## src/hgc_pkg.sv

```systemverilog
// Shared types, constants and the control program of the hand gesture classifier.
package hgc_pkg;

	localparam int COORD_BITS        = 18;
	localparam int COORD_FRAC_BITS_D = 16;
	localparam int NEAR_BITS         = 16;
	localparam int NEAR_FRAC_BITS    = 16;
	localparam logic [NEAR_BITS-1:0] NEAR_RESET = 16'd3277;
	localparam int SLOT_COUNT        = 12;
	localparam int SLOT_W            = $clog2(SLOT_COUNT);
	localparam int FLAG_COUNT        = 5;
	localparam int FLAG_W            = $clog2(FLAG_COUNT);
	localparam int PC_W              = 6;

	localparam logic [SLOT_W-1:0] SL_WRIST = 4'd0;
	localparam logic [SLOT_W-1:0] SL_P3    = 4'd1;
	localparam logic [SLOT_W-1:0] SL_P4    = 4'd2;
	localparam logic [SLOT_W-1:0] SL_P7    = 4'd3;
	localparam logic [SLOT_W-1:0] SL_P8    = 4'd4;
	localparam logic [SLOT_W-1:0] SL_P9    = 4'd5;
	localparam logic [SLOT_W-1:0] SL_P10   = 4'd6;
	localparam logic [SLOT_W-1:0] SL_P12   = 4'd7;
	localparam logic [SLOT_W-1:0] SL_P14   = 4'd8;
	localparam logic [SLOT_W-1:0] SL_P16   = 4'd9;
	localparam logic [SLOT_W-1:0] SL_P18   = 4'd10;
	localparam logic [SLOT_W-1:0] SL_P20   = 4'd11;

	localparam logic [FLAG_W-1:0] FL_THUMB  = 3'd0;
	localparam logic [FLAG_W-1:0] FL_INDEX  = 3'd1;
	localparam logic [FLAG_W-1:0] FL_MIDDLE = 3'd2;
	localparam logic [FLAG_W-1:0] FL_RING   = 3'd3;
	localparam logic [FLAG_W-1:0] FL_LITTLE = 3'd4;

	localparam logic [PC_W-1:0] PC_DONE = 6'd51;

	typedef enum logic [3:0] {
		OP_NOP,
		OP_BASE_SUM,
		OP_BASE_DBL,
		OP_DIFF,
		OP_MULX,
		OP_MULY,
		OP_SUM_SAVE,
		OP_SUM_CMP,
		OP_SUM_NEAR,
		OP_DONE
	} op_t;

	typedef enum logic [0:0] {
		J_NONE,
		J_NOT_OKAY
	} jmp_t;

	typedef enum logic [2:0] {
		G_NONE     = 3'd0,
		G_THUMB_UP = 3'd1,
		G_PEACE    = 3'd2,
		G_DEVIL    = 3'd3,
		G_OKAY     = 3'd4,
		G_MIDDLE   = 3'd5,
		G_FIST     = 3'd6
	} gesture_t;

	typedef struct packed {
		op_t               op;
		logic [SLOT_W-1:0] rd_a;
		logic [SLOT_W-1:0] rd_b;
		logic [FLAG_W-1:0] flag_sel;
		jmp_t              jmp;
		logic [PC_W-1:0]   target;
	} ucode_t;

	typedef struct packed {
		op_t               op;
		logic [SLOT_W-1:0] rd_a;
		logic [SLOT_W-1:0] rd_b;
		logic [FLAG_W-1:0] flag_sel;
		logic              wr_en;
		logic [SLOT_W-1:0] wr_slot;
	} dp_ctrl_t;

	typedef struct packed {
		logic              hit;
		logic [SLOT_W-1:0] slot;
	} slot_map_t;

	function automatic slot_map_t slot_lookup(input logic [4:0] idx);
		slot_map_t m;
		m.hit = 1'b1;
		m.slot = SL_WRIST;
		case (idx)
			5'd0:  m.slot = SL_WRIST;
			5'd3:  m.slot = SL_P3;
			5'd4:  m.slot = SL_P4;
			5'd7:  m.slot = SL_P7;
			5'd8:  m.slot = SL_P8;
			5'd9:  m.slot = SL_P9;
			5'd10: m.slot = SL_P10;
			5'd12: m.slot = SL_P12;
			5'd14: m.slot = SL_P14;
			5'd16: m.slot = SL_P16;
			5'd18: m.slot = SL_P18;
			5'd20: m.slot = SL_P20;
			default: m.hit = 1'b0;
		endcase
		return m;
	endfunction

	function automatic ucode_t uw(input op_t op, input logic [SLOT_W-1:0] a,
		input logic [SLOT_W-1:0] b, input logic [FLAG_W-1:0] f);
		ucode_t w;
		w.op = op;
		w.rd_a = a;
		w.rd_b = b;
		w.flag_sel = f;
		w.jmp = J_NONE;
		w.target = '0;
		return w;
	endfunction

	function automatic ucode_t ucode_rom(input logic [PC_W-1:0] pc);
		ucode_t w;
		w = uw(OP_NOP, SL_WRIST, SL_WRIST, FL_THUMB);
		case (pc)
			// thumb: doubled midpoint of 9 and 10 against doubled 3 and 4
			6'd0:  w = uw(OP_NOP,      SL_P9,    SL_P10,   FL_THUMB);
			6'd1:  w = uw(OP_BASE_SUM, SL_P3,    SL_WRIST, FL_THUMB);
			6'd2:  w = uw(OP_DIFF,     SL_WRIST, SL_WRIST, FL_THUMB);
			6'd3:  w = uw(OP_MULX,     SL_WRIST, SL_WRIST, FL_THUMB);
			6'd4:  w = uw(OP_MULY,     SL_WRIST, SL_WRIST, FL_THUMB);
			6'd5:  w = uw(OP_SUM_SAVE, SL_P4,    SL_WRIST, FL_THUMB);
			6'd6:  w = uw(OP_DIFF,     SL_WRIST, SL_WRIST, FL_THUMB);
			6'd7:  w = uw(OP_MULX,     SL_WRIST, SL_WRIST, FL_THUMB);
			6'd8:  w = uw(OP_MULY,     SL_WRIST, SL_WRIST, FL_THUMB);
			6'd9:  w = uw(OP_SUM_CMP,  SL_WRIST, SL_WRIST, FL_THUMB);
			// index: wrist to 7 against wrist to 8
			6'd10: w = uw(OP_BASE_DBL, SL_P7,    SL_WRIST, FL_INDEX);
			6'd11: w = uw(OP_DIFF,     SL_WRIST, SL_WRIST, FL_INDEX);
			6'd12: w = uw(OP_MULX,     SL_WRIST, SL_WRIST, FL_INDEX);
			6'd13: w = uw(OP_MULY,     SL_WRIST, SL_WRIST, FL_INDEX);
			6'd14: w = uw(OP_SUM_SAVE, SL_P8,    SL_WRIST, FL_INDEX);
			6'd15: w = uw(OP_DIFF,     SL_WRIST, SL_WRIST, FL_INDEX);
			6'd16: w = uw(OP_MULX,     SL_WRIST, SL_WRIST, FL_INDEX);
			6'd17: w = uw(OP_MULY,     SL_WRIST, SL_WRIST, FL_INDEX);
			6'd18: w = uw(OP_SUM_CMP,  SL_WRIST, SL_WRIST, FL_INDEX);
			// middle: wrist to 10 against wrist to 12
			6'd19: w = uw(OP_BASE_DBL, SL_P10,   SL_WRIST, FL_MIDDLE);
			6'd20: w = uw(OP_DIFF,     SL_WRIST, SL_WRIST, FL_MIDDLE);
			6'd21: w = uw(OP_MULX,     SL_WRIST, SL_WRIST, FL_MIDDLE);
			6'd22: w = uw(OP_MULY,     SL_WRIST, SL_WRIST, FL_MIDDLE);
			6'd23: w = uw(OP_SUM_SAVE, SL_P12,   SL_WRIST, FL_MIDDLE);
			6'd24: w = uw(OP_DIFF,     SL_WRIST, SL_WRIST, FL_MIDDLE);
			6'd25: w = uw(OP_MULX,     SL_WRIST, SL_WRIST, FL_MIDDLE);
			6'd26: w = uw(OP_MULY,     SL_WRIST, SL_WRIST, FL_MIDDLE);
			6'd27: w = uw(OP_SUM_CMP,  SL_WRIST, SL_WRIST, FL_MIDDLE);
			// ring: wrist to 14 against wrist to 16
			6'd28: w = uw(OP_BASE_DBL, SL_P14,   SL_WRIST, FL_RING);
			6'd29: w = uw(OP_DIFF,     SL_WRIST, SL_WRIST, FL_RING);
			6'd30: w = uw(OP_MULX,     SL_WRIST, SL_WRIST, FL_RING);
			6'd31: w = uw(OP_MULY,     SL_WRIST, SL_WRIST, FL_RING);
			6'd32: w = uw(OP_SUM_SAVE, SL_P16,   SL_WRIST, FL_RING);
			6'd33: w = uw(OP_DIFF,     SL_WRIST, SL_WRIST, FL_RING);
			6'd34: w = uw(OP_MULX,     SL_WRIST, SL_WRIST, FL_RING);
			6'd35: w = uw(OP_MULY,     SL_WRIST, SL_WRIST, FL_RING);
			6'd36: w = uw(OP_SUM_CMP,  SL_WRIST, SL_WRIST, FL_RING);
			// little: wrist to 18 against wrist to 20
			6'd37: w = uw(OP_BASE_DBL, SL_P18,   SL_WRIST, FL_LITTLE);
			6'd38: w = uw(OP_DIFF,     SL_WRIST, SL_WRIST, FL_LITTLE);
			6'd39: w = uw(OP_MULX,     SL_WRIST, SL_WRIST, FL_LITTLE);
			6'd40: w = uw(OP_MULY,     SL_WRIST, SL_WRIST, FL_LITTLE);
			6'd41: w = uw(OP_SUM_SAVE, SL_P20,   SL_WRIST, FL_LITTLE);
			6'd42: w = uw(OP_DIFF,     SL_WRIST, SL_WRIST, FL_LITTLE);
			6'd43: w = uw(OP_MULX,     SL_WRIST, SL_WRIST, FL_LITTLE);
			6'd44: w = uw(OP_MULY,     SL_WRIST, SL_WRIST, FL_LITTLE);
			6'd45: w = uw(OP_SUM_CMP,  SL_P4,    SL_WRIST, FL_LITTLE);
			// thumb tip to index tip, only when the okay pattern can match
			6'd46: begin
				w = uw(OP_BASE_DBL, SL_P8, SL_WRIST, FL_THUMB);
				w.jmp = J_NOT_OKAY;
				w.target = PC_DONE;
			end
			6'd47: w = uw(OP_DIFF,     SL_WRIST, SL_WRIST, FL_THUMB);
			6'd48: w = uw(OP_MULX,     SL_WRIST, SL_WRIST, FL_THUMB);
			6'd49: w = uw(OP_MULY,     SL_WRIST, SL_WRIST, FL_THUMB);
			6'd50: w = uw(OP_SUM_NEAR, SL_WRIST, SL_WRIST, FL_THUMB);
			6'd51: w = uw(OP_DONE,     SL_WRIST, SL_WRIST, FL_THUMB);
			default: w = uw(OP_DONE,   SL_WRIST, SL_WRIST, FL_THUMB);
		endcase
		return w;
	endfunction

endpackage

```

## src/hgc_datapath.sv

```systemverilog
// Landmark store, squared-distance unit and open-flag registers of the classifier.
module hgc_datapath #(
	parameter int COORD_FRAC_BITS = hgc_pkg::COORD_FRAC_BITS_D
) (
	input  logic                                 clk,
	input  logic                                 arst_n,
	input  hgc_pkg::dp_ctrl_t                    ctrl,
	input  logic [hgc_pkg::COORD_BITS-1:0]       wr_x,
	input  logic [hgc_pkg::COORD_BITS-1:0]       wr_y,
	input  logic [hgc_pkg::NEAR_BITS-1:0]        near_distance,
	output logic [hgc_pkg::FLAG_COUNT-1:0]       flags,
	output logic                                 touch
);
	import hgc_pkg::*;

	localparam int BASE_W = COORD_BITS + 2;
	localparam int DIFF_W = COORD_BITS + 3;
	localparam int SQ_W   = 2 * DIFF_W;
	localparam int PROD_W = 2 * COORD_BITS + 3;
	localparam int SUM_W  = PROD_W + 1;
	localparam int NSQ_W  = 2 * NEAR_BITS;
	localparam int LSH    = (COORD_FRAC_BITS < NEAR_FRAC_BITS) ?
		2 * (NEAR_FRAC_BITS - COORD_FRAC_BITS) : 0;
	localparam int RSH    = (COORD_FRAC_BITS >= NEAR_FRAC_BITS) ?
		2 * (COORD_FRAC_BITS - NEAR_FRAC_BITS) + 2 : 2;
	localparam int CW     = SUM_W + LSH + RSH;

	logic [2*COORD_BITS-1:0] mem [SLOT_COUNT];
	logic [SLOT_COUNT-1:0]   vld_q;
	logic [2*COORD_BITS-1:0] rda_q, rdb_q;

	logic signed [BASE_W-1:0] bx_q, by_q;
	logic signed [DIFF_W-1:0] dx_q, dy_q;
	logic [PROD_W-1:0]        prod_q, acc_q;
	logic [SUM_W-1:0]         first_q;
	logic [NSQ_W-1:0]         nsq_q;
	logic [FLAG_COUNT-1:0]    flags_q;
	logic                     touch_q;

	logic signed [BASE_W-1:0] ax, ay, bxv, byv;
	logic signed [DIFF_W-1:0] mul_in;
	logic signed [SQ_W-1:0]   sq_full;
	logic [SUM_W-1:0]         sum;
	logic [CW-1:0]            near_lhs, near_rhs;

	always_ff @(posedge clk or negedge arst_n) begin
		if (!arst_n) begin
			vld_q <= '0;
		end else if (ctrl.wr_en) begin
			vld_q[ctrl.wr_slot] <= 1'b1;
		end
	end

	always_ff @(posedge clk) begin
		if (ctrl.wr_en) begin
			mem[ctrl.wr_slot] <= {wr_y, wr_x};
		end
		rda_q <= vld_q[ctrl.rd_a] ? mem[ctrl.rd_a] : '0;
		rdb_q <= vld_q[ctrl.rd_b] ? mem[ctrl.rd_b] : '0;
	end

	always_comb begin
		ax  = BASE_W'($signed(rda_q[COORD_BITS-1:0]));
		ay  = BASE_W'($signed(rda_q[2*COORD_BITS-1:COORD_BITS]));
		bxv = BASE_W'($signed(rdb_q[COORD_BITS-1:0]));
		byv = BASE_W'($signed(rdb_q[2*COORD_BITS-1:COORD_BITS]));
		mul_in = (ctrl.op == OP_MULY) ? dy_q : dx_q;
		sq_full = mul_in * mul_in;
		sum = SUM_W'(acc_q) + SUM_W'(prod_q);
		near_lhs = CW'(sum) << LSH;
		near_rhs = CW'(nsq_q) << RSH;
	end

	always_ff @(posedge clk) begin
		nsq_q <= NSQ_W'(near_distance) * NSQ_W'(near_distance);
		case (ctrl.op)
			OP_BASE_SUM: begin
				bx_q <= ax + bxv;
				by_q <= ay + byv;
			end
			OP_BASE_DBL: begin
				bx_q <= ax <<< 1;
				by_q <= ay <<< 1;
			end
			OP_DIFF: begin
				dx_q <= DIFF_W'(bx_q) - (DIFF_W'(ax) <<< 1);
				dy_q <= DIFF_W'(by_q) - (DIFF_W'(ay) <<< 1);
			end
			OP_MULX: begin
				prod_q <= sq_full[PROD_W-1:0];
			end
			OP_MULY: begin
				prod_q <= sq_full[PROD_W-1:0];
				acc_q  <= prod_q;
			end
			OP_SUM_SAVE: begin
				first_q <= sum;
			end
			OP_SUM_CMP: begin
				flags_q[ctrl.flag_sel] <= (first_q < sum);
			end
			OP_SUM_NEAR: begin
				touch_q <= (near_lhs < near_rhs);
			end
			default: begin
			end
		endcase
	end

	assign flags = flags_q;
	assign touch = touch_q;

endmodule

```

## src/hand_gesture_classifier.sv

```systemverilog
// Top level of the hand gesture classifier: stream ports, microcode sequencer, result register.
//
// Landmarks enter on the s_ channel, one word per landmark: index, x and y in signed
// fixed point, with s_tlast on the final landmark of a hand. Words with an unused index
// are dropped; stored landmarks persist from hand to hand until overwritten.
// A word with s_tlast starts a classification program of 52 steps in a read-only table,
// one open flag every nine or ten steps through a single shared 21 by 21 bit squarer.
// The touch test is skipped when the flags cannot give okay, which saves four steps.
// The result word (gesture, open flags) is registered onto m_ at the final program step, which
// is held only while an earlier result still waits on the receiver;
// s_tready stays low while the program runs and is high otherwise, one landmark per cycle.
// A result waiting on a stalled receiver does not block new landmarks; the next program
// holds at its final step until the result register is free.
// cfg_wen writes near_distance; write only while no classification is under way.
// Reset clears the landmark store to zero, near_distance to 3277 and empties the output.
module hand_gesture_classifier #(
	parameter int COORD_FRAC_BITS = hgc_pkg::COORD_FRAC_BITS_D
) (
	input  logic                          clk,
	input  logic                          arst_n,
	input  logic                          s_tvalid,
	output logic                          s_tready,
	input  logic [47:0]                   s_tdata,   // point_index, coord_x, coord_y
	input  logic                          s_tlast,   // last_point
	output logic                          m_tvalid,
	input  logic                          m_tready,
	output logic [7:0]                    m_tdata,   // gesture, open_mask
	input  logic                          cfg_wen,
	input  logic [hgc_pkg::NEAR_BITS-1:0] cfg_wdata
);
	import hgc_pkg::*;

	typedef enum logic [1:0] {
		ST_IDLE = 2'b01,
		ST_RUN  = 2'b10
	} state_t;

	state_t                state_q;
	logic [PC_W-1:0]       pc_q;
	logic [NEAR_BITS-1:0]  near_q;
	logic                  m_tvalid_q;
	logic [7:0]            m_tdata_q;

	ucode_t                word;
	dp_ctrl_t              ctrl;
	slot_map_t             smap;
	logic                  accept;
	logic                  out_free;
	logic                  result_load;
	logic                  okay_shape;
	logic [FLAG_COUNT-1:0] flags;
	logic                  touch;
	gesture_t              gesture;

	assign s_tready    = (state_q == ST_IDLE);
	assign accept      = s_tvalid && s_tready;
	assign out_free    = !m_tvalid_q || m_tready;
	assign word        = ucode_rom(pc_q);
	assign smap        = slot_lookup(s_tdata[4:0]);
	assign result_load = (state_q == ST_RUN) && (word.op == OP_DONE) && out_free;

	always_comb begin
		ctrl.op       = (state_q == ST_RUN) ? word.op : OP_NOP;
		ctrl.rd_a     = word.rd_a;
		ctrl.rd_b     = word.rd_b;
		ctrl.flag_sel = word.flag_sel;
		ctrl.wr_en    = accept && smap.hit;
		ctrl.wr_slot  = smap.slot;
	end

	hgc_datapath #(
		.COORD_FRAC_BITS(COORD_FRAC_BITS)
	) u_datapath (
		.clk          (clk),
		.arst_n       (arst_n),
		.ctrl         (ctrl),
		.wr_x         (s_tdata[22:5]),
		.wr_y         (s_tdata[40:23]),
		.near_distance(near_q),
		.flags        (flags),
		.touch        (touch)
	);

	always_comb begin
		okay_shape = !flags[FL_INDEX] && flags[FL_MIDDLE] && flags[FL_RING] &&
			flags[FL_LITTLE];
		if (flags == 5'b00001) begin
			gesture = G_THUMB_UP;
		end else if (flags == 5'b00110) begin
			gesture = G_PEACE;
		end else if (flags == 5'b10010) begin
			gesture = G_DEVIL;
		end else if (okay_shape && touch) begin
			gesture = G_OKAY;
		end else if (flags[4:1] == 4'b0010) begin
			gesture = G_MIDDLE;
		end else if (flags == 5'b00000) begin
			gesture = G_FIST;
		end else begin
			gesture = G_NONE;
		end
	end

	always_ff @(posedge clk or negedge arst_n) begin
		if (!arst_n) begin
			near_q <= NEAR_RESET;
		end else if (cfg_wen) begin
			near_q <= cfg_wdata;
		end
	end

	always_ff @(posedge clk or negedge arst_n) begin
		if (!arst_n) begin
			state_q    <= ST_IDLE;
			pc_q       <= '0;
			m_tvalid_q <= 1'b0;
		end else begin
			if (result_load) begin
				m_tvalid_q <= 1'b1;
			end else if (m_tready) begin
				m_tvalid_q <= 1'b0;
			end
			case (state_q)
				ST_IDLE: begin
					if (accept && s_tlast) begin
						state_q <= ST_RUN;
						pc_q    <= '0;
					end
				end
				ST_RUN: begin
					if (word.op == OP_DONE) begin
						if (out_free) begin
							state_q <= ST_IDLE;
							pc_q    <= '0;
						end
					end else if (word.jmp == J_NOT_OKAY && !okay_shape) begin
						pc_q <= word.target;
					end else begin
						pc_q <= pc_q + 1'b1;
					end
				end
				default: begin
					state_q <= ST_IDLE;
					pc_q    <= '0;
				end
			endcase
		end
	end

	always_ff @(posedge clk) begin
		if (result_load) begin
			m_tdata_q <= {flags, gesture};
		end
	end

	assign m_tvalid = m_tvalid_q;
	assign m_tdata  = m_tdata_q;

endmodule

```

## config.mk

```make
export PLATFORM = sky130hd
export DESIGN_NAME = hand_gesture_classifier
export DESIGN_NICKNAME = d
export VERILOG_FILES = /design/src/hgc_pkg.sv /design/src/hgc_datapath.sv /design/src/hand_gesture_classifier.sv
export SDC_FILE = /design/constraint.sdc
export NUM_CORES = 2
export LEC_CHECK = 0
export ABC_AREA = 1
export BUFFER_PORTS_ARGS = -buffer_cell sky130_fd_sc_hd__buf_2
export CAP_MARGIN = 0
export CORE_AREA = 2 2 459 461
export DETAILED_ROUTE_END_ITERATION = 8
export DIE_AREA = 0 0 461 463
export PLACE_DENSITY_LB_ADDON = 0.05
export SLEW_MARGIN = 10
export SYNTH_ARGS = -nofsm -noshare
export SYNTH_HDL_FRONTEND = slang
export SYNTH_HIERARCHICAL = 1
export SYNTH_SLANG_ARGS = --single-unit
export TNS_END_PERCENT = 50
```

## constraint.sdc

```tcl
create_clock -name clk -period 17.2 [get_ports clk]
set_clock_uncertainty 0.2 [all_clocks]
set_input_delay 1.72 -clock clk [delete_from_list [all_inputs] [get_ports clk]]
set_output_delay 1.72 -clock clk [all_outputs]
set_load 0.01 [all_outputs]
```

**Yosys cells after proc, flatten, opt, wreduce, memory -nomap -nowiden**

Memories as Yosys holds them, arrays and structs flattened. A register that Yosys moved wholly into a read port is not among the register bits.
Index checks and enable logic that the tools add are counted.

- Memories: 2
- Output and inout bits: 10
- Bits in registers: 283
- Memory bits (writable): 432
- Bits in read-only memories: 1152

Memory list:

| memory | words | width | read ports | clocked after Yosys merged registers in | write ports | line | text |
|---|---|---|---|---|---|---|---|
| (no name shown) | 64 | 18 | 1 | 0 | 0 | hgc_pkg.sv:124 | `case (pc)` |
| u_datapath.mem | 12 | 36 | 2 | 2 | 1 | hgc_datapath.sv:28 | `logic [2*COORD_BITS-1:0] mem [SLOT_COUNT];` |

- $lt $le $gt $ge: 8
- Multiplexer cells: 33
- Equality and inequality tests: 30
- $add $sub $neg: 6
- Multipliers: 2
- Reductions and logical operators: 27
- Bitwise logic cells: 1

Operators with widths:

| operator | number |
|---|---|
| case mux 20 bit (2 select lines) | 2 |
| case mux 4 bit (11 select lines) | 1 |
| subtractor 20 x 19 -> 21 bit | 2 |
| adder 39 x 39 -> 40 bit | 1 |
| less-than comparator 40 x 34 -> 1 bit | 1 |
| less-than comparator 40 bit | 1 |
| multiplier 21 x 21 -> 39 bit | 1 |
| adder 18 x 18 -> 19 bit | 2 |
| multiplier 16 x 16 -> 32 bit | 1 |
| equality test 5 x 4 -> 1 bit (second input constant) | 5 |
| 2-to-1 mux 6 bit | 4 |
| 2-to-1 mux 21 bit | 1 |
| equality test 5 bit (second input constant) | 4 |
| equality test 4 x 3 -> 1 bit (second input constant) | 4 |
| equality test 5 x 3 -> 1 bit (second input constant) | 3 |
| less-than comparator 4 x 5 -> 1 bit (second input constant) | 3 |
| equality test 4 x 2 -> 1 bit (second input constant) | 3 |
| logical AND 1 bit | 12 |
| OR 12 bit | 1 |
| case mux 6 bit (2 select lines) | 1 |
| OR reduction 12 bit | 1 |
| zero test 5 bit | 2 |
| 2-to-1 mux 2 bit | 5 |
| 2-to-1 mux 1 bit | 9 |
| 27 further kinds | 37 |

**Longest topological paths before layout**

- Depth after elaboration: 9
- Gate-level depth with buffers: 46

**Hierarchy**

Netlist, hierarchy kept.

Modules (own cells, without submodules):

| module | times used | cells each | sequential area each (µm²) | area each (µm²) |
|---|---|---|---|---|
| hgc_datapath | 1 | 6713 | 21400.5 | 59967.5 |
| hand_gesture_classifier | 1 | 282 | 875.8 | 2318.5 |

**Least setup slack after synthesis**

No wires, ideal clock.

- Kind: flip-flop to flip-flop
- Start: register pc_q[0]
- End: register u_datapath.prod_q[38], data pin
- Stages on the path, launching flop included: 39
- Slack: 8.119 ns
- Arrival: 8.629 ns
- Clock period less this slack: 9.081 ns
- Required time: 16.748 ns
- Cells stage by stage: dfrtp_1 > inv_1 > ha_1 > inv_1 > nand2_1 > o21ai_0 > nand2_1 > nand3_1 > nand3_1 > a21oi_1 > inv_1 > nor2_2 > nand2_4 > buf_6 > inv_1 > or2_2 > o21ai_2 > buf_2 > [3 not listed] > fa_1 > inv_1 > fa_1 > inv_1 > fa_1 > inv_1 > fa_1 > fa_1 > inv_1 > ha_1 > nand2_1 > nor3_1 > and3_1 > nand3_1 > nand3_1 > inv_1 > nand2_1 > nand2_1

RTL lines:

| element | line | text |
|---|---|---|
| start, declared | hand_gesture_classifier.sv:39 | `logic [PC_W-1:0] pc_q;` |
| start signal, assigned | hand_gesture_classifier.sv:137 | `pc_q <= word.target;` |
| start signal, assigned | hand_gesture_classifier.sv:139 | `pc_q <= pc_q + 1'b1;` |
| end signal, assigned | hgc_datapath.sv:90 | `prod_q <= sq_full[PROD_W-1:0];` |
| end signal, assigned | hgc_datapath.sv:93 | `prod_q <= sq_full[PROD_W-1:0];` |
| end, declared | hgc_datapath.sv:34 | `logic [PROD_W-1:0] prod_q, acc_q;` |

==> results_tabular.tex <==
\begin{tabular}{lr}
\hline
Metric & Value \\
\hline
\multicolumn{2}{l}{\textbf{Die}} \\
Floorplan die height & 463 um \\
\# rows & 168 \\
Core footprint & 209000 um\^{}2 \\
Number of primary I/O pins & 80 \\
Die footprint & 213000 um\^{}2 \\
Effective utilization at floorplan & 0.299 \\
Die width & 461 um \\
\multicolumn{2}{l}{\textbf{Run}} \\
Max-cap violations & 0 \\
\multicolumn{2}{l}{\textbf{GRT}} \\
Antenna violations before repair & 15 \\
GRT Util Overall & 0.183 \\
Sum of overflow across all layers after global routing & 0 \\
Via count of the first global-routing pass & 48249 \\
Global-route wire length before repair & 298000 um \\
Pin count of the biggest net entering global routing & 334 \\
\multicolumn{2}{l}{\textbf{Timing}} \\
Number of hold violations in the final report & 0 \\
Hold Slack & 0.220 ns \\
Slew Viols, Final & 0 \\
Sum Neg Setup Slack & 0 ns \\
F\_max & 0.0945 GHz \\
Final setup violation count & 0 \\
Setup repair after global routing missed its margin & false \\
Time the worst path needs with I/O delays and setup & 10.58 ns \\
Share of the clock period used by the worst path after layout & 0.615 \\
Worst max-slew margin expressed relative to the limit & 0.255 \\
Slew at the pin with the worst max-slew slack & 1.12 ns \\
\multicolumn{2}{l}{\textbf{Yosys}} \\
Yosys reg bits & 782 \\
Sequential share of the synthesized area & 0.358 \\
Dominant combinational cell family by area after synthesis & adder cells \\
Simple-Gate Fraction of Synth Area & 0.139 \\
Ranking of synthesized cells by area & sky130\_fd\_sc\_hd\_\_edfxtp\_1 (31\%), sky130\_fd\_sc\_hd\_\_fa\_1 (18\%), sky130\_fd\_sc\_hd\_\_ha\_1 (8.1\%) \\
Gate count of the mapped netlist & 6995 \\
Multiplexer share of the synthesized area & 0.00289 \\
Number of distinct library cells after synthesis & 64 \\
Number of enable flip-flop cells after synthesis & 642 \\
Cell taking the most area after synthesis & sky130\_fd\_sc\_hd\_\_edfxtp\_1 \\
Compound-Gate Fraction of Synth Area & 0.118 \\
Post-synthesis share of cell area spent on xor and xnor gates & 0.0229 \\
Share of synthesized cell area in full adder, half adder and majority cells & 0.262 \\
Post-Syn Area & 62300 um\^{}2 \\
Dominant register cell in the synthesized netlist & sky130\_fd\_sc\_hd\_\_edfxtp\_1 \\
Yosys warning count & 6 \\
Async S/R FF share, synth & 0.0473 \\
Mean area per synthesized cell & 8.90 um\^{}2 \\
Area share of the largest cell type after synthesis & 0.310 \\
\multicolumn{2}{l}{\textbf{Detailed routing}} \\
Routed WL & 194000 um \\
Remaining antenna violation count & 0 \\
Pre-Repair DR Iteration Count & 6 \\
1st-iter DRT viols & 2613 \\
DR vias/cell & 4.69 \\
Total number of vias & 46217 \\
Routed wire length per instance & 19.7 um \\
DR DRC count & 0 \\
\multicolumn{2}{l}{\textbf{Place}} \\
Placer Congestion & 0.843 \\
Number of port buffers & 72 \\
DP Area & 65700 um\^{}2 \\
HPWL after detailed placement & 137000 um \\
\multicolumn{2}{l}{\textbf{Finish}} \\
Number of nets at the end of the flow & 7996 \\
Layout area overhead & 10.6\% \\
Share of post-route cells with drive strength above 1 & 0.0571 \\
Area taken by multi-input logic gates & 34100 um\^{}2 \\
Total of fill cells in the finished design & 21864 \\
Area taken by flip-flops and latches & 22300 um\^{}2 \\
Area of all placed cells without fillers & 68900 um\^{}2 \\
\multicolumn{2}{l}{\textbf{Critical path}} \\
Reg-to-Reg Start & pc\_q[4] \\
Critical R2R Capture & u\_datapath/prod\_q[37] \\
Setup slack of the most critical reg-to-reg path & 6.62 ns \\
Crit path arrival time & 10.83 ns \\
Count of cells along the worst register-to-register path & 33 \\
CP peak stage delay & 0.82 ns \\
Max FO, Critical Path & 42 \\
Category of the critical setup timing path & reg2reg \\
Element type at the critical path end & register \\
Most common cell on crit path & sky130\_fd\_sc\_hd\_\_fa\_1 \\
Data required time of the critical path & 17.45 ns \\
Critical-path cell with the highest stage delay & sky130\_fd\_sc\_hd\_\_fa\_1 \\
Startpoint type of the worst setup path & register \\
CP startpoint & pc\_q[4] \\
\multicolumn{2}{l}{\textbf{Clock tree}} \\
Number of buffers inserted to repair setup after CTS & 0 \\
Deepest level of the CTS H-tree & 3 \\
Buffer cell driving the clock tree root & sky130\_fd\_sc\_hd\_\_clkbuf\_16 \\
Maximum root-to-sink buffer count & 3 \\
Worst-Skew Late Latency & 0.74 ns \\
Clock input transition at the sequential cells of the worst setup and hold paths & 0.06 ns \\
CTS tree & yes \\
Total clock buffers created by CTS & 95 \\
Cts-stage hold buffer count & 0 \\
TritonCTS Sinks & 782 \\
Resized Gates After CTS & 0 \\
\multicolumn{2}{l}{\textbf{Hold path}} \\
Startpoint of the tightest hold check path & u\_datapath/by\_q[0] \\
Worst Hold Class & reg2reg \\
Worst hold path stage count & 0 \\
Worst Hold Path EP & u\_datapath/dy\_q[0] \\
\multicolumn{2}{l}{\textbf{Pwr}} \\
P per Cell Area & 153 nW/um\^{}2 \\
Sum of internal, switching and leakage power & 10.5 mW \\
IR Drop Worst-Case VDD & 0.352 mV \\
Static leakage & 30.9 nW \\
\multicolumn{2}{l}{\textbf{Run status}} \\
Run status & finished, final reports clean \\
\hline
\end{tabular}
[sequential cells by signal (all words and copies together), names as in the netlist]
register / cells
u_datapath/dy_q: 21
u_datapath/rdb_q: 36
near_q: 16
u_datapath/prod_q: 38
u_datapath/by_q: 19
u_datapath/first_q: 40
m_tvalid: 1
u_datapath/acc_q: 38
state_q: 2
u_datapath/mem: 432
u_datapath/touch: 1
u_datapath/rda_q: 36
u_datapath/nsq_q: 31
u_datapath/vld_q: 12
u_datapath/flags: 5
u_datapath/dx_q: 21
pc_q: 6
m_tdata: 8
u_datapath/bx_q: 19
[worst max-delay path, delay by kind of cell (launching register included)]
family                   cells  cell delay (ns)
AO/OA/AOI/OAI                7             1.68
XOR/XNOR                     1             0.18
AND/OR/NAND/NOR              9             1.79
buffers and inverters        8             1.23
adder cells (fa/ha/maj)      8             4.46
flip-flops                   1             0.76
[synth_stat cells (17+ instances only)]
cell type / number
sky130_fd_sc_hd__xnor2_1: 55
sky130_fd_sc_hd__buf_2: 51
sky130_fd_sc_hd__o21bai_1: 20
sky130_fd_sc_hd__o211ai_1: 18
sky130_fd_sc_hd__nand4_1: 40
sky130_fd_sc_hd__buf_1: 25
sky130_fd_sc_hd__or2_2: 23
sky130_fd_sc_hd__o21ai_0: 687
sky130_fd_sc_hd__dfxtp_1: 103
sky130_fd_sc_hd__xor2_1: 108
sky130_fd_sc_hd__clkbuf_1: 173
sky130_fd_sc_hd__nor2_1: 607
sky130_fd_sc_hd__nor3_1: 40
sky130_fd_sc_hd__inv_1: 1303
sky130_fd_sc_hd__nand3_1: 171
sky130_fd_sc_hd__ha_1: 402
sky130_fd_sc_hd__dfrtp_1: 29
sky130_fd_sc_hd__o22ai_1: 157
sky130_fd_sc_hd__a21oi_1: 334
sky130_fd_sc_hd__fa_1: 563
sky130_fd_sc_hd__inv_2: 21
sky130_fd_sc_hd__a21o_1: 28
sky130_fd_sc_hd__nand2_1: 1211
sky130_fd_sc_hd__edfxtp_1: 642
sky130_fd_sc_hd__a31oi_1: 17
[logic make-up after synthesis]
group                      Yosys count
and+or+nand+nor                   2139
buffers and inverters             1589
AOI/OAI and AO/OA                 1340
adders and majority gates          965
DFF                                782
xor gates and xnor gates           163
muxes                               16
other                                1
[layer usage]
layer  up-vias  share of wire  track usage
li1      22546              -            -
met1     22674           0.46        0.244
met2       738           0.48        0.318
met3       249          0.032       0.0204
met4        10          0.022       0.0385
met5         -        0.00034            0
[cells in the final DEF, fill, tap and decap left out, drive strengths merged, types with 125 or more instances in the layout]
cell type  Yosys  final
inv         1325   1325
nand2       1220   1220
o21ai        714    714
edfxtp       642    642
nor2         618    618
fa           563    563
ha           402    402
a21oi        334    334
nand3        174    174
o22ai        157    157
clkbuf       174    141
buf           88    125
[where the power goes]
part / total (mW) / switching (mW) / internal (mW)
Sequential: 2.43 / 0.109 / 2.32
Clock: 2.06 / 0.872 / 1.19
Combinational: 6.03 / 3.94 / 2.09
Total: 10.5 / 4.92 / 5.60
[metrics by stage]
stage,cells,worst slack [ns],utilization
global placement,9669,6.51,0.315
CTS,9849,6.47,0.330
detailed placement,9669,6.48,0.315
floorplan,7001,8.12,-
finish,9851,6.62,0.330
global route,9851,5.89,0.330
[worst max-delay path by stage]
stage / endpoint / slack [ns]
floorplan: u_datapath/prod_q[38] / 8.12
global placement: u_datapath/prod_q[37] / 6.51
detailed placement: u_datapath/prod_q[37] / 6.48
CTS: u_datapath/prod_q[37] / 6.47
global route: u_datapath/prod_q[38] / 5.89
finish: u_datapath/prod_q[37] / 6.62
[area by class of cell]
class                           instances  share of cell area
Multi-Input combinational cell       4630               0.495
Clock inverter                         39             0.00690
Tap cell                             2805              0.0510
Antenna cell                            2           0.0000727
Clock buffer                          141              0.0392
Inverter                             1327              0.0724
Sequential cell                       782               0.323
Timing Repair Buffer                  125              0.0117
Power figures use the tool's default switching activity.
